--- src/hw/rtl/epsm_pkg.sv ---
// ---------------------------------------------------------------------------
// Encoder period speed meter package
// Shared types, request codes and widths for the speed meter modules.
// ---------------------------------------------------------------------------
package epsm_pkg;

    localparam int PERIOD_W = 32;
    localparam int COEF_W   = 16;
    localparam int FRAC_W   = 16;
    localparam int FILT_W   = PERIOD_W + FRAC_W;
    localparam int SPEED_W  = 40;
    localparam int OUT_W    = SPEED_W + PERIOD_W + PERIOD_W;
    localparam int CFG_IDX_W  = 2;
    localparam int CFG_DATA_W = 32;

    // Shared divider: dividend as wide as the speed numerator.
    localparam int DIV_W     = SPEED_W;
    localparam int DIV_CNT_W = $clog2(DIV_W + 1);

    localparam logic [CFG_IDX_W-1:0] CFG_FILTER_ENABLE = 2'd0;
    localparam logic [CFG_IDX_W-1:0] CFG_FILTER_COEF   = 2'd1;
    localparam logic [CFG_IDX_W-1:0] CFG_RPM_SCALE     = 2'd2;

    localparam logic              RST_FILTER_ENABLE = 1'b1;
    localparam logic [COEF_W-1:0] RST_FILTER_COEF   = 16'd6554;
    localparam logic [PERIOD_W-1:0] RST_RPM_SCALE   = 32'd60000000;

    typedef enum logic [1:0] {
        REQ_CAPTURE = 2'd0,
        REQ_READ    = 2'd1,
        REQ_SWAP    = 2'd2,
        REQ_CLEAR   = 2'd3
    } t_req;

    typedef enum logic [1:0] {
        MUL_NONE = 2'd0,
        MUL_AVG  = 2'd1,
        MUL_HIGH = 2'd2,
        MUL_LOW  = 2'd3
    } t_mul_step;

    typedef enum logic {
        DIV_AVG   = 1'b0,
        DIV_SPEED = 1'b1
    } t_div_sel;

    typedef struct packed {
        logic      take;
        logic      div_start;
        t_div_sel  div_sel;
        logic      avg_load;
        t_mul_step mul_step;
        logic      filt_load;
        logic      out_load;
    } t_cmd;

    typedef struct packed {
        logic req_read;
        logic div_busy;
        logic div_done;
        logic out_free;
    } t_sts;

endpackage

--- src/hw/rtl/epsm_div.sv ---
// ---------------------------------------------------------------------------
// Encoder period speed meter divider
// Restoring divider, one quotient bit per cycle, shared by average and speed.
// ---------------------------------------------------------------------------
module epsm_div
    import epsm_pkg::*;
(
    input  logic                i_clk,
    input  logic                i_rst_n,
    input  logic                i_start,
    input  logic [DIV_W-1:0]    i_dividend,
    input  logic [PERIOD_W-1:0] i_divisor,
    output logic                o_busy,
    output logic                o_done,
    output logic [DIV_W-1:0]    o_quotient
);

    logic                 r_busy, n_busy;
    logic                 r_done, n_done;
    logic [DIV_CNT_W-1:0] r_cnt, n_cnt;
    logic [PERIOD_W-1:0]  r_rem, n_rem;
    logic [DIV_W-1:0]     r_quo, n_quo;
    logic [PERIOD_W:0]    w_shift;
    logic [PERIOD_W:0]    w_trial;

    assign w_shift = {r_rem, r_quo[DIV_W-1]};
    assign w_trial = w_shift - {1'b0, i_divisor};

    always_comb begin
        n_busy = r_busy;
        n_done = 1'b0;
        n_cnt  = r_cnt;
        n_rem  = r_rem;
        n_quo  = r_quo;
        if (i_start) begin
            n_busy = 1'b1;
            n_cnt  = DIV_CNT_W'(DIV_W);
            n_rem  = '0;
            n_quo  = i_dividend;
        end else if (r_busy) begin
            // A borrow out of the trial subtraction means the divisor did not fit.
            if (!w_trial[PERIOD_W]) begin
                n_rem = w_trial[PERIOD_W-1:0];
                n_quo = {r_quo[DIV_W-2:0], 1'b1};
            end else begin
                n_rem = w_shift[PERIOD_W-1:0];
                n_quo = {r_quo[DIV_W-2:0], 1'b0};
            end
            n_cnt = r_cnt - 1'b1;
            if (r_cnt == DIV_CNT_W'(1)) begin
                n_busy = 1'b0;
                n_done = 1'b1;
            end
        end
    end

    always_ff @(posedge i_clk) begin
        if (!i_rst_n) begin
            r_busy <= 1'b0;
            r_done <= 1'b0;
            r_cnt  <= '0;
        end else begin
            r_busy <= n_busy;
            r_done <= n_done;
            r_cnt  <= n_cnt;
        end
    end

    always_ff @(posedge i_clk) begin
        r_rem <= n_rem;
        r_quo <= n_quo;
    end

    assign o_busy     = r_busy;
    assign o_done     = r_done;
    assign o_quotient = r_quo;

endmodule

--- src/hw/rtl/epsm_datapath.sv ---
// ---------------------------------------------------------------------------
// Encoder period speed meter datapath
// Period banks, configuration registers, IIR filter, divider and result register.
// ---------------------------------------------------------------------------
module epsm_datapath
    import epsm_pkg::*;
#(
    parameter int PULSE_SLOTS = 64
) (
    input  logic                  i_clk,
    input  logic                  i_rst_n,
    input  t_cmd                  i_cmd,
    output t_sts                  o_sts,
    input  logic [1:0]            i_s_tuser,
    input  logic [PERIOD_W-1:0]   i_s_tdata,
    input  logic                  i_cfg_valid,
    input  logic [CFG_IDX_W-1:0]  i_cfg_index,
    input  logic [CFG_DATA_W-1:0] i_cfg_data,
    output logic                  o_m_tvalid,
    input  logic                  i_m_tready,
    output logic [OUT_W-1:0]      o_m_tdata
);

    localparam int CW = $clog2(PULSE_SLOTS);
    localparam logic [CW:0] SLOTS = (CW + 1)'(PULSE_SLOTS);

    logic                r_filter_en;
    logic [COEF_W-1:0]   r_coef;
    logic [PERIOD_W-1:0] r_rpm;

    logic                r_active;
    logic [PERIOD_W-1:0] r_sum [2];
    logic [CW-1:0]       r_cnt [2];
    logic [FILT_W-1:0]   r_filt;

    logic [PERIOD_W-1:0] r_rsum;
    logic [CW-1:0]       r_rcnt;
    logic [PERIOD_W-1:0] r_avg;
    logic [FILT_W-1:0]   r_prod;
    logic [FILT_W-1:0]   r_acc;

    logic                r_out_valid;
    logic [OUT_W-1:0]    r_out_data;

    t_req                w_req;
    logic                w_bank;
    logic [CW:0]         w_cnt_inc;
    logic [COEF_W-1:0]   w_mul_a;
    logic [PERIOD_W-1:0] w_mul_b;
    logic [FILT_W-1:0]   w_filt_next;
    logic [PERIOD_W-1:0] w_fcount;
    logic [DIV_W-1:0]    w_dividend;
    logic [PERIOD_W-1:0] w_divisor;
    logic [DIV_W-1:0]    w_quo;
    logic                w_div_busy;
    logic                w_div_done;
    logic [SPEED_W-1:0]  w_speed;

    assign w_req     = t_req'(i_s_tuser);
    // Captures go to the active bank, reads take the other one.
    assign w_bank    = (w_req == REQ_CAPTURE) ? r_active : ~r_active;
    assign w_cnt_inc = {1'b0, r_cnt[w_bank]} + 1'b1;
    assign w_fcount  = r_filt[FILT_W-1:FRAC_W];

    // The weight of the old value, 65536 - c, fits 16 bits whenever c is non-zero.
    always_comb begin
        case (i_cmd.mul_step)
            MUL_AVG: begin
                w_mul_a = r_coef;
                w_mul_b = r_avg;
            end
            MUL_HIGH: begin
                w_mul_a = COEF_W'(0) - r_coef;
                w_mul_b = r_filt[FILT_W-1:FRAC_W];
            end
            MUL_LOW: begin
                w_mul_a = COEF_W'(0) - r_coef;
                w_mul_b = {{(PERIOD_W-FRAC_W){1'b0}}, r_filt[FRAC_W-1:0]};
            end
            default: begin
                w_mul_a = '0;
                w_mul_b = '0;
            end
        endcase
    end

    always_comb begin
        if (!r_filter_en) begin
            w_filt_next = {r_avg, {FRAC_W{1'b0}}};
        end else if (r_coef == '0) begin
            w_filt_next = r_filt;
        end else begin
            w_filt_next = r_acc + {{FRAC_W{1'b0}}, r_prod[FILT_W-1:FRAC_W]};
        end
    end

    assign w_dividend = (i_cmd.div_sel == DIV_AVG) ? DIV_W'(r_rsum) : {r_rpm, 8'd0};
    assign w_divisor  = (i_cmd.div_sel == DIV_AVG) ? PERIOD_W'(r_rcnt) : w_fcount;
    assign w_speed    = (w_fcount == '0) ? '0 : w_quo;

    epsm_div u_div (
        .i_clk      (i_clk),
        .i_rst_n    (i_rst_n),
        .i_start    (i_cmd.div_start),
        .i_dividend (w_dividend),
        .i_divisor  (w_divisor),
        .o_busy     (w_div_busy),
        .o_done     (w_div_done),
        .o_quotient (w_quo)
    );

    always_ff @(posedge i_clk) begin
        if (!i_rst_n) begin
            r_filter_en <= RST_FILTER_ENABLE;
            r_coef      <= RST_FILTER_COEF;
            r_rpm       <= RST_RPM_SCALE;
            r_active    <= 1'b0;
            r_sum[0]    <= '0;
            r_sum[1]    <= '0;
            r_cnt[0]    <= '0;
            r_cnt[1]    <= '0;
            r_filt      <= '0;
            r_out_valid <= 1'b0;
        end else begin
            if (i_cfg_valid) begin
                case (i_cfg_index)
                    CFG_FILTER_ENABLE: r_filter_en <= i_cfg_data[0];
                    CFG_FILTER_COEF:   r_coef      <= i_cfg_data[COEF_W-1:0];
                    CFG_RPM_SCALE:     r_rpm       <= i_cfg_data;
                    default: ;
                endcase
            end
            if (i_cmd.take) begin
                case (w_req)
                    REQ_CAPTURE: begin
                        // Reaching the slot limit discards the bank, new pulse included.
                        if (w_cnt_inc == SLOTS) begin
                            r_sum[w_bank] <= '0;
                            r_cnt[w_bank] <= '0;
                        end else begin
                            r_sum[w_bank] <= r_sum[w_bank] + i_s_tdata;
                            r_cnt[w_bank] <= w_cnt_inc[CW-1:0];
                        end
                    end
                    REQ_READ: begin
                        r_sum[w_bank] <= '0;
                        r_cnt[w_bank] <= '0;
                    end
                    REQ_SWAP: r_active <= ~r_active;
                    REQ_CLEAR: begin
                        r_active <= 1'b0;
                        r_sum[0] <= '0;
                        r_sum[1] <= '0;
                        r_cnt[0] <= '0;
                        r_cnt[1] <= '0;
                    end
                    default: ;
                endcase
            end
            if (i_cmd.filt_load) begin
                r_filt <= w_filt_next;
            end
            if (i_cmd.out_load) begin
                r_out_valid <= 1'b1;
            end else if (i_m_tready) begin
                r_out_valid <= 1'b0;
            end
        end
    end

    always_ff @(posedge i_clk) begin
        if (i_cmd.take) begin
            r_rsum <= r_sum[w_bank];
            r_rcnt <= r_cnt[w_bank];
        end
        if (i_cmd.avg_load) begin
            r_avg <= (r_rcnt == '0) ? '0 : w_quo[PERIOD_W-1:0];
        end
        if (i_cmd.mul_step != MUL_NONE) begin
            r_prod <= {{PERIOD_W{1'b0}}, w_mul_a} * {{FRAC_W{1'b0}}, w_mul_b};
        end
        if (i_cmd.mul_step == MUL_HIGH) begin
            r_acc <= r_prod;
        end else if (i_cmd.mul_step == MUL_LOW) begin
            r_acc <= r_acc + r_prod;
        end
        if (i_cmd.out_load) begin
            r_out_data <= {r_avg, w_fcount, w_speed};
        end
    end

    assign o_sts.req_read = (w_req == REQ_READ);
    assign o_sts.div_busy = w_div_busy;
    assign o_sts.div_done = w_div_done;
    assign o_sts.out_free = !r_out_valid || i_m_tready;

    assign o_m_tvalid = r_out_valid;
    assign o_m_tdata  = r_out_data;

`ifndef NO_ASSERTIONS
    a_cnt_below_limit: assert property (@(posedge i_clk) disable iff (!i_rst_n)
        ({1'b0, r_cnt[0]} < SLOTS) && ({1'b0, r_cnt[1]} < SLOTS))
        else $error("bank count reached the slot limit");
    a_filt_not_moved: assert property (@(posedge i_clk) disable iff (!i_rst_n)
        !i_cmd.filt_load && !i_cmd.take |=> $stable(r_filt) && $stable(r_active))
        else $error("filter or bank select changed without a command");
`endif

endmodule

--- src/hw/rtl/epsm_ctrl.sv ---
// ---------------------------------------------------------------------------
// Encoder period speed meter controller
// Sequences a speed read: average division, filter multiplies, speed division.
// ---------------------------------------------------------------------------
module epsm_ctrl
    import epsm_pkg::*;
(
    input  logic i_clk,
    input  logic i_rst_n,
    input  logic i_s_tvalid,
    output logic o_s_tready,
    input  t_sts i_sts,
    output t_cmd o_cmd
);

    typedef enum logic [9:0] {
        S_IDLE     = 10'b00_0000_0001,
        S_AVG_GO   = 10'b00_0000_0010,
        S_AVG_WAIT = 10'b00_0000_0100,
        S_MUL_AVG  = 10'b00_0000_1000,
        S_MUL_HIGH = 10'b00_0001_0000,
        S_MUL_LOW  = 10'b00_0010_0000,
        S_FILT     = 10'b00_0100_0000,
        S_SPD_GO   = 10'b00_1000_0000,
        S_SPD_WAIT = 10'b01_0000_0000,
        S_DONE     = 10'b10_0000_0000
    } t_state;

    t_state r_state, n_state;

    always_comb begin
        n_state         = r_state;
        o_cmd           = '0;
        o_cmd.div_sel   = DIV_AVG;
        o_cmd.mul_step  = MUL_NONE;
        o_s_tready      = 1'b0;
        case (r_state)
            S_IDLE: begin
                o_s_tready = 1'b1;
                if (i_s_tvalid) begin
                    o_cmd.take = 1'b1;
                    if (i_sts.req_read) begin
                        n_state = S_AVG_GO;
                    end
                end
            end
            S_AVG_GO: begin
                o_cmd.div_start = 1'b1;
                n_state         = S_AVG_WAIT;
            end
            S_AVG_WAIT: begin
                if (i_sts.div_done) begin
                    o_cmd.avg_load = 1'b1;
                    n_state        = S_MUL_AVG;
                end
            end
            S_MUL_AVG: begin
                o_cmd.mul_step = MUL_AVG;
                n_state        = S_MUL_HIGH;
            end
            S_MUL_HIGH: begin
                o_cmd.mul_step = MUL_HIGH;
                n_state        = S_MUL_LOW;
            end
            S_MUL_LOW: begin
                o_cmd.mul_step = MUL_LOW;
                n_state        = S_FILT;
            end
            S_FILT: begin
                o_cmd.filt_load = 1'b1;
                n_state         = S_SPD_GO;
            end
            S_SPD_GO: begin
                o_cmd.div_sel   = DIV_SPEED;
                o_cmd.div_start = 1'b1;
                n_state         = S_SPD_WAIT;
            end
            S_SPD_WAIT: begin
                o_cmd.div_sel = DIV_SPEED;
                if (i_sts.div_done) begin
                    n_state = S_DONE;
                end
            end
            S_DONE: begin
                // The quotient is held until the result register has room.
                o_cmd.div_sel = DIV_SPEED;
                if (i_sts.out_free) begin
                    o_cmd.out_load = 1'b1;
                    n_state        = S_IDLE;
                end
            end
            default: n_state = S_IDLE;
        endcase
    end

    always_ff @(posedge i_clk) begin
        if (!i_rst_n) begin
            r_state <= S_IDLE;
        end else begin
            r_state <= n_state;
        end
    end

`ifndef NO_ASSERTIONS
    a_start_when_free: assert property (@(posedge i_clk) disable iff (!i_rst_n)
        o_cmd.div_start |-> !i_sts.div_busy)
        else $error("divider started while busy");
    a_done_expected: assert property (@(posedge i_clk) disable iff (!i_rst_n)
        i_sts.div_done |-> (r_state == S_AVG_WAIT || r_state == S_SPD_WAIT))
        else $error("divider finished outside a wait state");
    a_idle_divider: assert property (@(posedge i_clk) disable iff (!i_rst_n)
        o_s_tready |-> !i_sts.div_busy)
        else $error("request accepted while a division runs");
    a_out_room: assert property (@(posedge i_clk) disable iff (!i_rst_n)
        o_cmd.out_load |-> i_sts.out_free)
        else $error("result loaded over an untaken result");
`endif

endmodule

--- src/hw/rtl/encoder_period_speed_meter.sv ---
// ---------------------------------------------------------------------------
// Encoder period speed meter
// Gathers encoder pulse periods in two banks and reports a filtered speed.
// ---------------------------------------------------------------------------
// Requests arrive on the s-channel: tuser carries the request kind (capture,
// read, swap, clear) and tdata the pulse period used by a capture. Capture,
// swap and clear complete in the cycle they are taken and give no result, so
// they can follow one another every cycle while no read is in work.
// A read request gives one result on the m-channel. Once it is taken, a
// 40-step restoring divider forms the bank average, three multiplies on a
// 16 by 32 bit multiplier run the smoothing filter, and the same divider
// forms the speed. No request is taken while a read is in work.
// The result sits in an output register; further requests are taken while it
// waits. A stalled receiver only holds up the end of the next read.
// Configuration writes (filter enable, coefficient, rpm scale) are taken at
// any time on the cfg channel and should be made while the block is idle.
// Reset empties both banks, selects bank 0, zeroes the filter state and loads
// the register defaults; the block is ready in the next cycle.
// ---------------------------------------------------------------------------
module encoder_period_speed_meter
    import epsm_pkg::*;
#(
    parameter int PULSE_SLOTS = 64
) (
    input  logic                  i_clk,
    input  logic                  i_rst_n,
    input  logic                  s_tvalid,
    output logic                  s_tready,
    input  logic [31:0]           s_tdata,   // [31:0] pulse_period
    input  logic [1:0]            s_tuser,   // [1:0] req_type
    output logic                  m_tvalid,
    input  logic                  m_tready,
    output logic [OUT_W-1:0]      m_tdata,   // [39:0] speed_rpm_q8, [71:40] filtered_count,
                                             // [103:72] average_count
    input  logic                  i_cfg_valid,
    output logic                  o_cfg_ready,
    input  logic [CFG_IDX_W-1:0]  i_cfg_index,
    input  logic [CFG_DATA_W-1:0] i_cfg_data
);

    t_cmd w_cmd;
    t_sts w_sts;

    assign o_cfg_ready = 1'b1;

    epsm_ctrl u_ctrl (
        .i_clk      (i_clk),
        .i_rst_n    (i_rst_n),
        .i_s_tvalid (s_tvalid),
        .o_s_tready (s_tready),
        .i_sts      (w_sts),
        .o_cmd      (w_cmd)
    );

    epsm_datapath #(
        .PULSE_SLOTS (PULSE_SLOTS)
    ) u_datapath (
        .i_clk       (i_clk),
        .i_rst_n     (i_rst_n),
        .i_cmd       (w_cmd),
        .o_sts       (w_sts),
        .i_s_tuser   (s_tuser),
        .i_s_tdata   (s_tdata),
        .i_cfg_valid (i_cfg_valid),
        .i_cfg_index (i_cfg_index),
        .i_cfg_data  (i_cfg_data),
        .o_m_tvalid  (m_tvalid),
        .i_m_tready  (m_tready),
        .o_m_tdata   (m_tdata)
    );

endmodule
--- config.mk ---
export PLATFORM = sky130hd
export DESIGN_NAME = encoder_period_speed_meter
export DESIGN_NICKNAME = d
export VERILOG_FILES = /design/src/hw/rtl/epsm_pkg.sv /design/src/hw/rtl/epsm_div.sv /design/src/hw/rtl/epsm_datapath.sv /design/src/hw/rtl/epsm_ctrl.sv /design/src/hw/rtl/encoder_period_speed_meter.sv
export SDC_FILE = /design/constraint.sdc
export NUM_CORES = 2
export LEC_CHECK = 0
export BUFFER_PORTS_ARGS = -buffer_cell sky130_fd_sc_hd__buf_2
export CAP_MARGIN = 20
export CORE_ASPECT_RATIO = 1.25
export CORE_MARGIN = 2
export CORE_UTILIZATION = 60
export DETAILED_ROUTE_END_ITERATION = 7
export GPL_TIMING_DRIVEN = 0
export PLACE_DENSITY = 0.87
export SYNTH_ARGS = -nofsm -noshare
export SYNTH_HDL_FRONTEND = slang
export SYNTH_SLANG_ARGS = --single-unit
--- constraint.sdc ---
create_clock -name i_clk -period 22 [get_ports i_clk]
set_clock_uncertainty 0.05 [all_clocks]
set_input_delay 1.1 -clock i_clk [delete_from_list [all_inputs] [get_ports i_clk]]
set_output_delay 1.1 -clock i_clk [all_outputs]
set_load 0.02 [all_outputs]
* Word level (Yosys, flattened, before mapping)
Memories as Yosys holds them, arrays and structs flattened.
Index checks and enable logic that the tools add are counted.
** Word-level totals
- Register bits after elaboration :: 459
- Memory bits (writable) :: 76
- Word-level logic and storage cells :: 164
- Output and inout bits :: 107
- Memories kept :: 2
- Bits of input ports :: 73
** Cells by class
- Equality and inequality tests :: 26
- Multiply operators :: 1
- Bitwise operators :: 11
- Add/subtract/negate cells :: 7
- Reductions and logical operators :: 25
- Multiplexer cells :: 72
** Memories
- u_datapath.r_sum :: depth 2, width 32, rd ports 1, clocked after Yosys merged registers in 0, wr ports 2, RTL line epsm_datapath.sv:32 : logic [PERIOD_W-1:0] r_sum [2];
- u_datapath.r_cnt :: depth 2, width 6, rd ports 1, clocked after Yosys merged registers in 0, wr ports 2, RTL line epsm_datapath.sv:33 : logic [CW-1:0] r_cnt [2];
** Operators by type and width (number)
- 32-bit two-way mux :: 7
- 48-bit two-way mux :: 4
- 40-bit two-way mux :: 3
- 10-bit case mux with 10 select lines :: 1
- 32-bit case mux with 3 select lines :: 1
- 10-bit two-way mux :: 5
- 48-bit by 32-bit adder with 48-bit output :: 1
- 48-bit adder :: 1
- 16-bit by 32-bit multiplier with 48-bit output :: 1
- 6-bit two-way mux :: 7
- 1-bit two-way mux :: 41
- 33-bit by 32-bit subtractor with 33-bit output :: 1
- 32-bit adder :: 1
- 32-bit logical NOT :: 1
- 16-bit case mux with 2 select lines :: 1
- 32-bit OR reduction :: 1
- 16-bit logical NOT :: 1
- 1-bit by 16-bit subtractor with 16-bit output (first input constant) :: 1
- 10-bit by 1-bit == test with 1-bit output (second input constant) :: 1
- 10-bit == test (second input constant) :: 1
- 10-bit by 2-bit == test with 1-bit output (second input constant) :: 1
- 10-bit by 3-bit == test with 1-bit output (second input constant) :: 1
- 10-bit by 4-bit == test with 1-bit output (second input constant) :: 1
- 10-bit by 5-bit == test with 1-bit output (second input constant) :: 1
- 26 further kinds :: 57

* Depth between registers and ports, before layout
An unclocked memory read counts as a cell.
- Word-level depth :: 14
- Depth in mapped cells :: 36
- Depth with buffers taken out :: 33

* By module
Synthesis repeated with hierarchy kept, for this count alone.
** Second synthesis, totals
- Cells, all modules :: 4954
- Area total of the unflattened synthesis :: 46195.6 µm²
** By module, submodules not included
- epsm_datapath :: cells each 4293, times used 1, area each 40052.2 µm²
- epsm_div :: cells each 569, times used 1, area each 5388.9 µm²
- epsm_ctrl :: cells each 90, times used 1, area each 743.2 µm²
- encoder_period_speed_meter :: cells each 2, times used 1, area each 11.3 µm²

* Least setup slack after synthesis
No wires, ideal clock.
- Path type :: register to register
- Start point :: register u_ctrl.r_state[8]
- End point :: register u_datapath.r_prod[42], data pin
- Data arrival time :: 8321 ps
- Cell stages (with the launch flop) :: 33
- Data required time :: 21690 ps
- Path slack :: 13369 ps
- Buffers on the path :: 2
- Setup time :: 260 ps
- Cells stage by stage :: dfxtp_1 > buf_2 > or4_4 > nor3_4 > nand2_2 > nor3b_4 > nor2_1 > inv_2 > nor2_1 > clkinv_1 > and2_1 > buf_2 > nand2_1 > fa_1 > inv_1 > fa_1 > fa_1 > fa_1 > fa_1 > inv_1 > fa_1 > inv_1 > ha_1 > a211oi_1 > o21bai_1 > a211oi_1 > o21ai_0 > o311a_1 > a211o_1 > a31oi_1 > o21ai_0 > a31oi_1 > xnor2_1
** On the way
- Longest elaborated chain between the ends :: 6
- Elaborated cells between the ends (all ways) :: 11
- Classes of those cells :: mul (1); eq/ne (6); mux (3); reduce/logical (1)
** RTL lines
- start: declaration :: RTL line epsm_ctrl.sv:29 : t_state r_state, n_state;
- start signal: assignment :: RTL line epsm_ctrl.sv:100 : r_state <= n_state;
- 10-bit by 6-bit == test with 1-bit output, or another cell as far along :: RTL line epsm_ctrl.sv:37 : case (r_state)
- 2-bit case mux with 3 select lines * :: RTL line epsm_ctrl.sv:37
- 2-bit == test :: RTL line epsm_datapath.sv:67 : case (i_cmd.mul_step)
- 2-bit OR reduction (no line)
- 16-bit case mux with 2 select lines :: RTL line epsm_datapath.sv:67
- 16-bit by 32-bit multiplier with 48-bit output * :: RTL line epsm_datapath.sv:180 : r_prod <= {{PERIOD_W{1'b0}}, w_mul_a} * {{FRAC_W{1'b0}}, w_mul_b};
- end signal: assignment :: RTL line epsm_datapath.sv:180
- end: declaration :: RTL line epsm_datapath.sv:39 : logic [FILT_W-1:0] r_prod;
Mark *: on every way between the ends. The rest lies on a longest branch, timed or not.
A chain may end at the register's enable or synchronous reset.

* Worst setup path after layout
- Start point :: register u_ctrl.r_state[8]
- End point :: register u_datapath.r_prod[45], data pin
The elaborated chain is that of the path after synthesis.

==> impl_metrics.ini <==
[sta]
finalCritPeriodShare_pct = 51.49
setup_ws_ns = 10.67
tightest_slew_ns = 1.264
hold_viol_final = 0
slew_violations = 0
rsz0062_at_grt = false
slew_headroom_pct = 15.75
setup_viol = 0
period_minus_slack_ns = 11.33
fmax_mhz = 88.28
tns_ns = 0

[min_path]
hp-class = reg -> reg

[power_and_ir_drop]
swShare_pct = 30.78
p_comb_share_pct = 23.7
p_sw_w = 0.0008483
power_density_nw_per_um2 = 56.24
p_leak_nw = 20.55
p_int_w = 0.001907
ir_worst_vdd_uv = 85.89
seqPwrFrac_pct = 42.5
p_clk_share_pct = 33.9

[cts]
cts_buffers = 52
clock_latency_ns = 0.66
cts_setup_buffers = 0
path_clk_slew_ns = 0.07
htreeDepth = 2
clkSinkCount = 535
cts_resized = 0
cts_tree = built
clock-root-buffer = clkbuf_16
ctsHoldBuffers = 0
clk_path_buf_depth = 3

[logic_synthesis]
syn_inst = 4724
synth_fa_ha_area_share_pct = 26.19
synthTopCellsByArea = edfxtp_1, fa_1, ha_1
syn_area_per_cell_um2 = 9.519
synth_edf_count = 386
seq_area_frac_synth_pct = 32.41
postSynthNetCount = 5485
synth-simple-area-share_pct = 15.01
synth-xor-area-share_pct = 3.887
synth_mux_area_share_pct = 2.869
synth_seq_cells = 535
synth_compound_area_share_pct = 13.25
ys_warn_count = 0
synth_area_leader_cell = edfxtp_1
synth_commonest_cells = nand2_1, inv_1, fa_1
yosysMostFrequentCell = nand2_1
synthesis.area_um2 = 44970
synth_cell_types = 98
async_reset_ff_share_pct = 0
synth_ff_type = edfxtp_1
synth_top_family_by_area = adder cells
synth.top_cell.area_share_pct = 25.78

[finish]
fin_cells = 5984
finish.utilization_pct = 65.85
drive_above_1_share_pct = 8.049
syn2layout_area_growth_pct = 8.974
final_nets = 5724
post-route-cell-area_um2 = 49000

[worst_setup_path]
slowest_stage = a221oi_1
crit_path_end_kind = flop
crit_path_max_fanout = 9
startpoint_type = flop
crit_top_cell = fa_1
crit_required_ns = 22.31
slowest_delay_ns = 0.95
critPathKind = reg -> reg
crit_arrival_ns = 11.64

[floorplanning]
start_util_pct = 60.43
core_um2 = 74410
dieArea_um2 = 77170
io_pins = 180
rows = 112
dieHeight_um = 310.1
die_w_um = 248.9

[grt]
grt.total_usage_pct = 38.87
grt_overflow_total = 0
antenna_found_initial = 7
grt_start_max_net_pins = 58
grt_pass1_vias = 38460
grt_pass1_wl_um = 224500

[placement]
place_inst = 5876
port_buffers = 176
placed_area_um2 = 47240
place_ws_ns = 11.07
place_hpwl_um = 118700
gp_congestion = 1.047

[route]
via_per_inst = 6.417
drc = 0
first_pass_iters = 6
wl_um = 151200
via_count = 38402
drtAntennaViolNets = 0
wl_per_cell_um = 25.26
drtIter0Drc = 4360

[run_status]
outcome = finished clean

[job]
maxCapViolations = 0
## per-stage QoR
step,hold WS [ns],power [W]
after detailed placement,0.3942,0.001819
after global placement,0.3901,0.001798
final,0.4083,0.002756
after CTS,0.4027,0.002732
after floorplan,0.3813,0.001675
after global routing,0.4277,0.002846
## power by group through the flow
stage | registers, W | clock network, W | logic, W
2_1_floorplan | 0.00118 | 0 | 0.000499
3_3_place_gp | 0.00119 | 0 | 0.000610
3_5_place_dp | 0.00119 | 0 | 0.000630
4_1_cts | 0.00117 | 0.000927 | 0.000637
5_1_grt | 0.00117 | 0.000963 | 0.000710
6_report | 0.00117 | 0.000933 | 0.000652
## layout make-up
cell class                      instances  area [µm²]
Sequential cell                       535       14570
Multi-Input combinational cell       3454       27560
Antenna cell                            8       20.02
Buffer                                203       869.6
Tap cell                              969        1212
Clock buffer                           73        1445
Fill cell                            5684       25410
Inverter                              532        1998
Timing Repair Buffer                  185        1039
Clock inverter                         25       286.5
## routing by layer
| layer | part of all wire, % | track usage [%] | wire, µm | vias up |
|---|---|---|---|---|
| met5 | 0.013 | 0.1863 | 19 | - |
| met1 | 33 | 42.98 | 49550 | 18411 |
| met3 | 12 | 10.36 | 17600 | 853 |
| met2 | 45 | 62.76 | 67810 | 2705 |
| met4 | 11 | 33.62 | 16170 | 4 |
| li1 | - | - | - | 16429 |
## sequential cells by signal (all words and copies together), names as in the netlist, 6 cells and up
name                         flops
u_datapath.o_m_tdata           104
u_datapath.r_sum                64
u_datapath.r_acc                48
u_datapath.r_filt               48
u_datapath.r_prod               48
u_datapath.u_div.o_quotient     40
u_datapath.r_avg                32
u_datapath.r_rpm                32
u_datapath.r_rsum               32
u_datapath.u_div.r_rem          32
u_datapath.r_coef               16
u_datapath.r_cnt                12
u_ctrl.r_state                  10
u_datapath.r_rcnt                6
u_datapath.u_div.r_cnt           6
## worst max-delay path, delay by kind of cell, from the launching register on
family / cells / cell delay [ns]
AND/OR/NAND/NOR: 7 / 2.88
buffers and inverters: 4 / 0.33
XOR/XNOR: 1 / 0.11
AO/OA/AOI/OAI: 9 / 4.05
flip-flops: 1 / 0.31
adder cells (fa/ha/maj): 7 / 3.29
## cells in the final DEF, fill, tap and decap left out, drive strengths merged, types with 33 or more instances in the layout
master and count:
xnor2 125, buf 242, edfxtp 386, nand2 702
fa 422, and2 71, a21oi 298, nor2b 65
dfxtp 149, a22o 36, nand3 72, a211oi 36
nand4 37, a31oi 33, mux2 39, mux2i 85
a21o 118, nor2 381, ha 266, o21ai 222
clkbuf 219, inv 533, xor2 69
## final timing paths
check | start | slack, ns | cells after the start | endpoint
worst max-delay path | u_ctrl.r_state[8] | 10.67 | 28 | u_datapath.r_prod[45]
worst min-delay path | u_datapath.r_filt[4] | 0.41 | 2 | u_datapath.r_filt[4]
worst max register to register | u_ctrl.r_state[8] | 10.67 | 28 | u_datapath.r_prod[45]
worst min register to register | u_datapath.r_filt[4] | 0.41 | 2 | u_datapath.r_filt[4]
## cell families after synthesis
family | after synthesis
buffers and inverters | 735
AOI/OAI and AO/OA | 942
muxes | 124
adders and majority gates | 688
xor gates and xnor gates | 195
other | 1
and+or+nand+nor | 1504
DFF | 535
No activity file was read; power rests on OpenSTA's default activity.
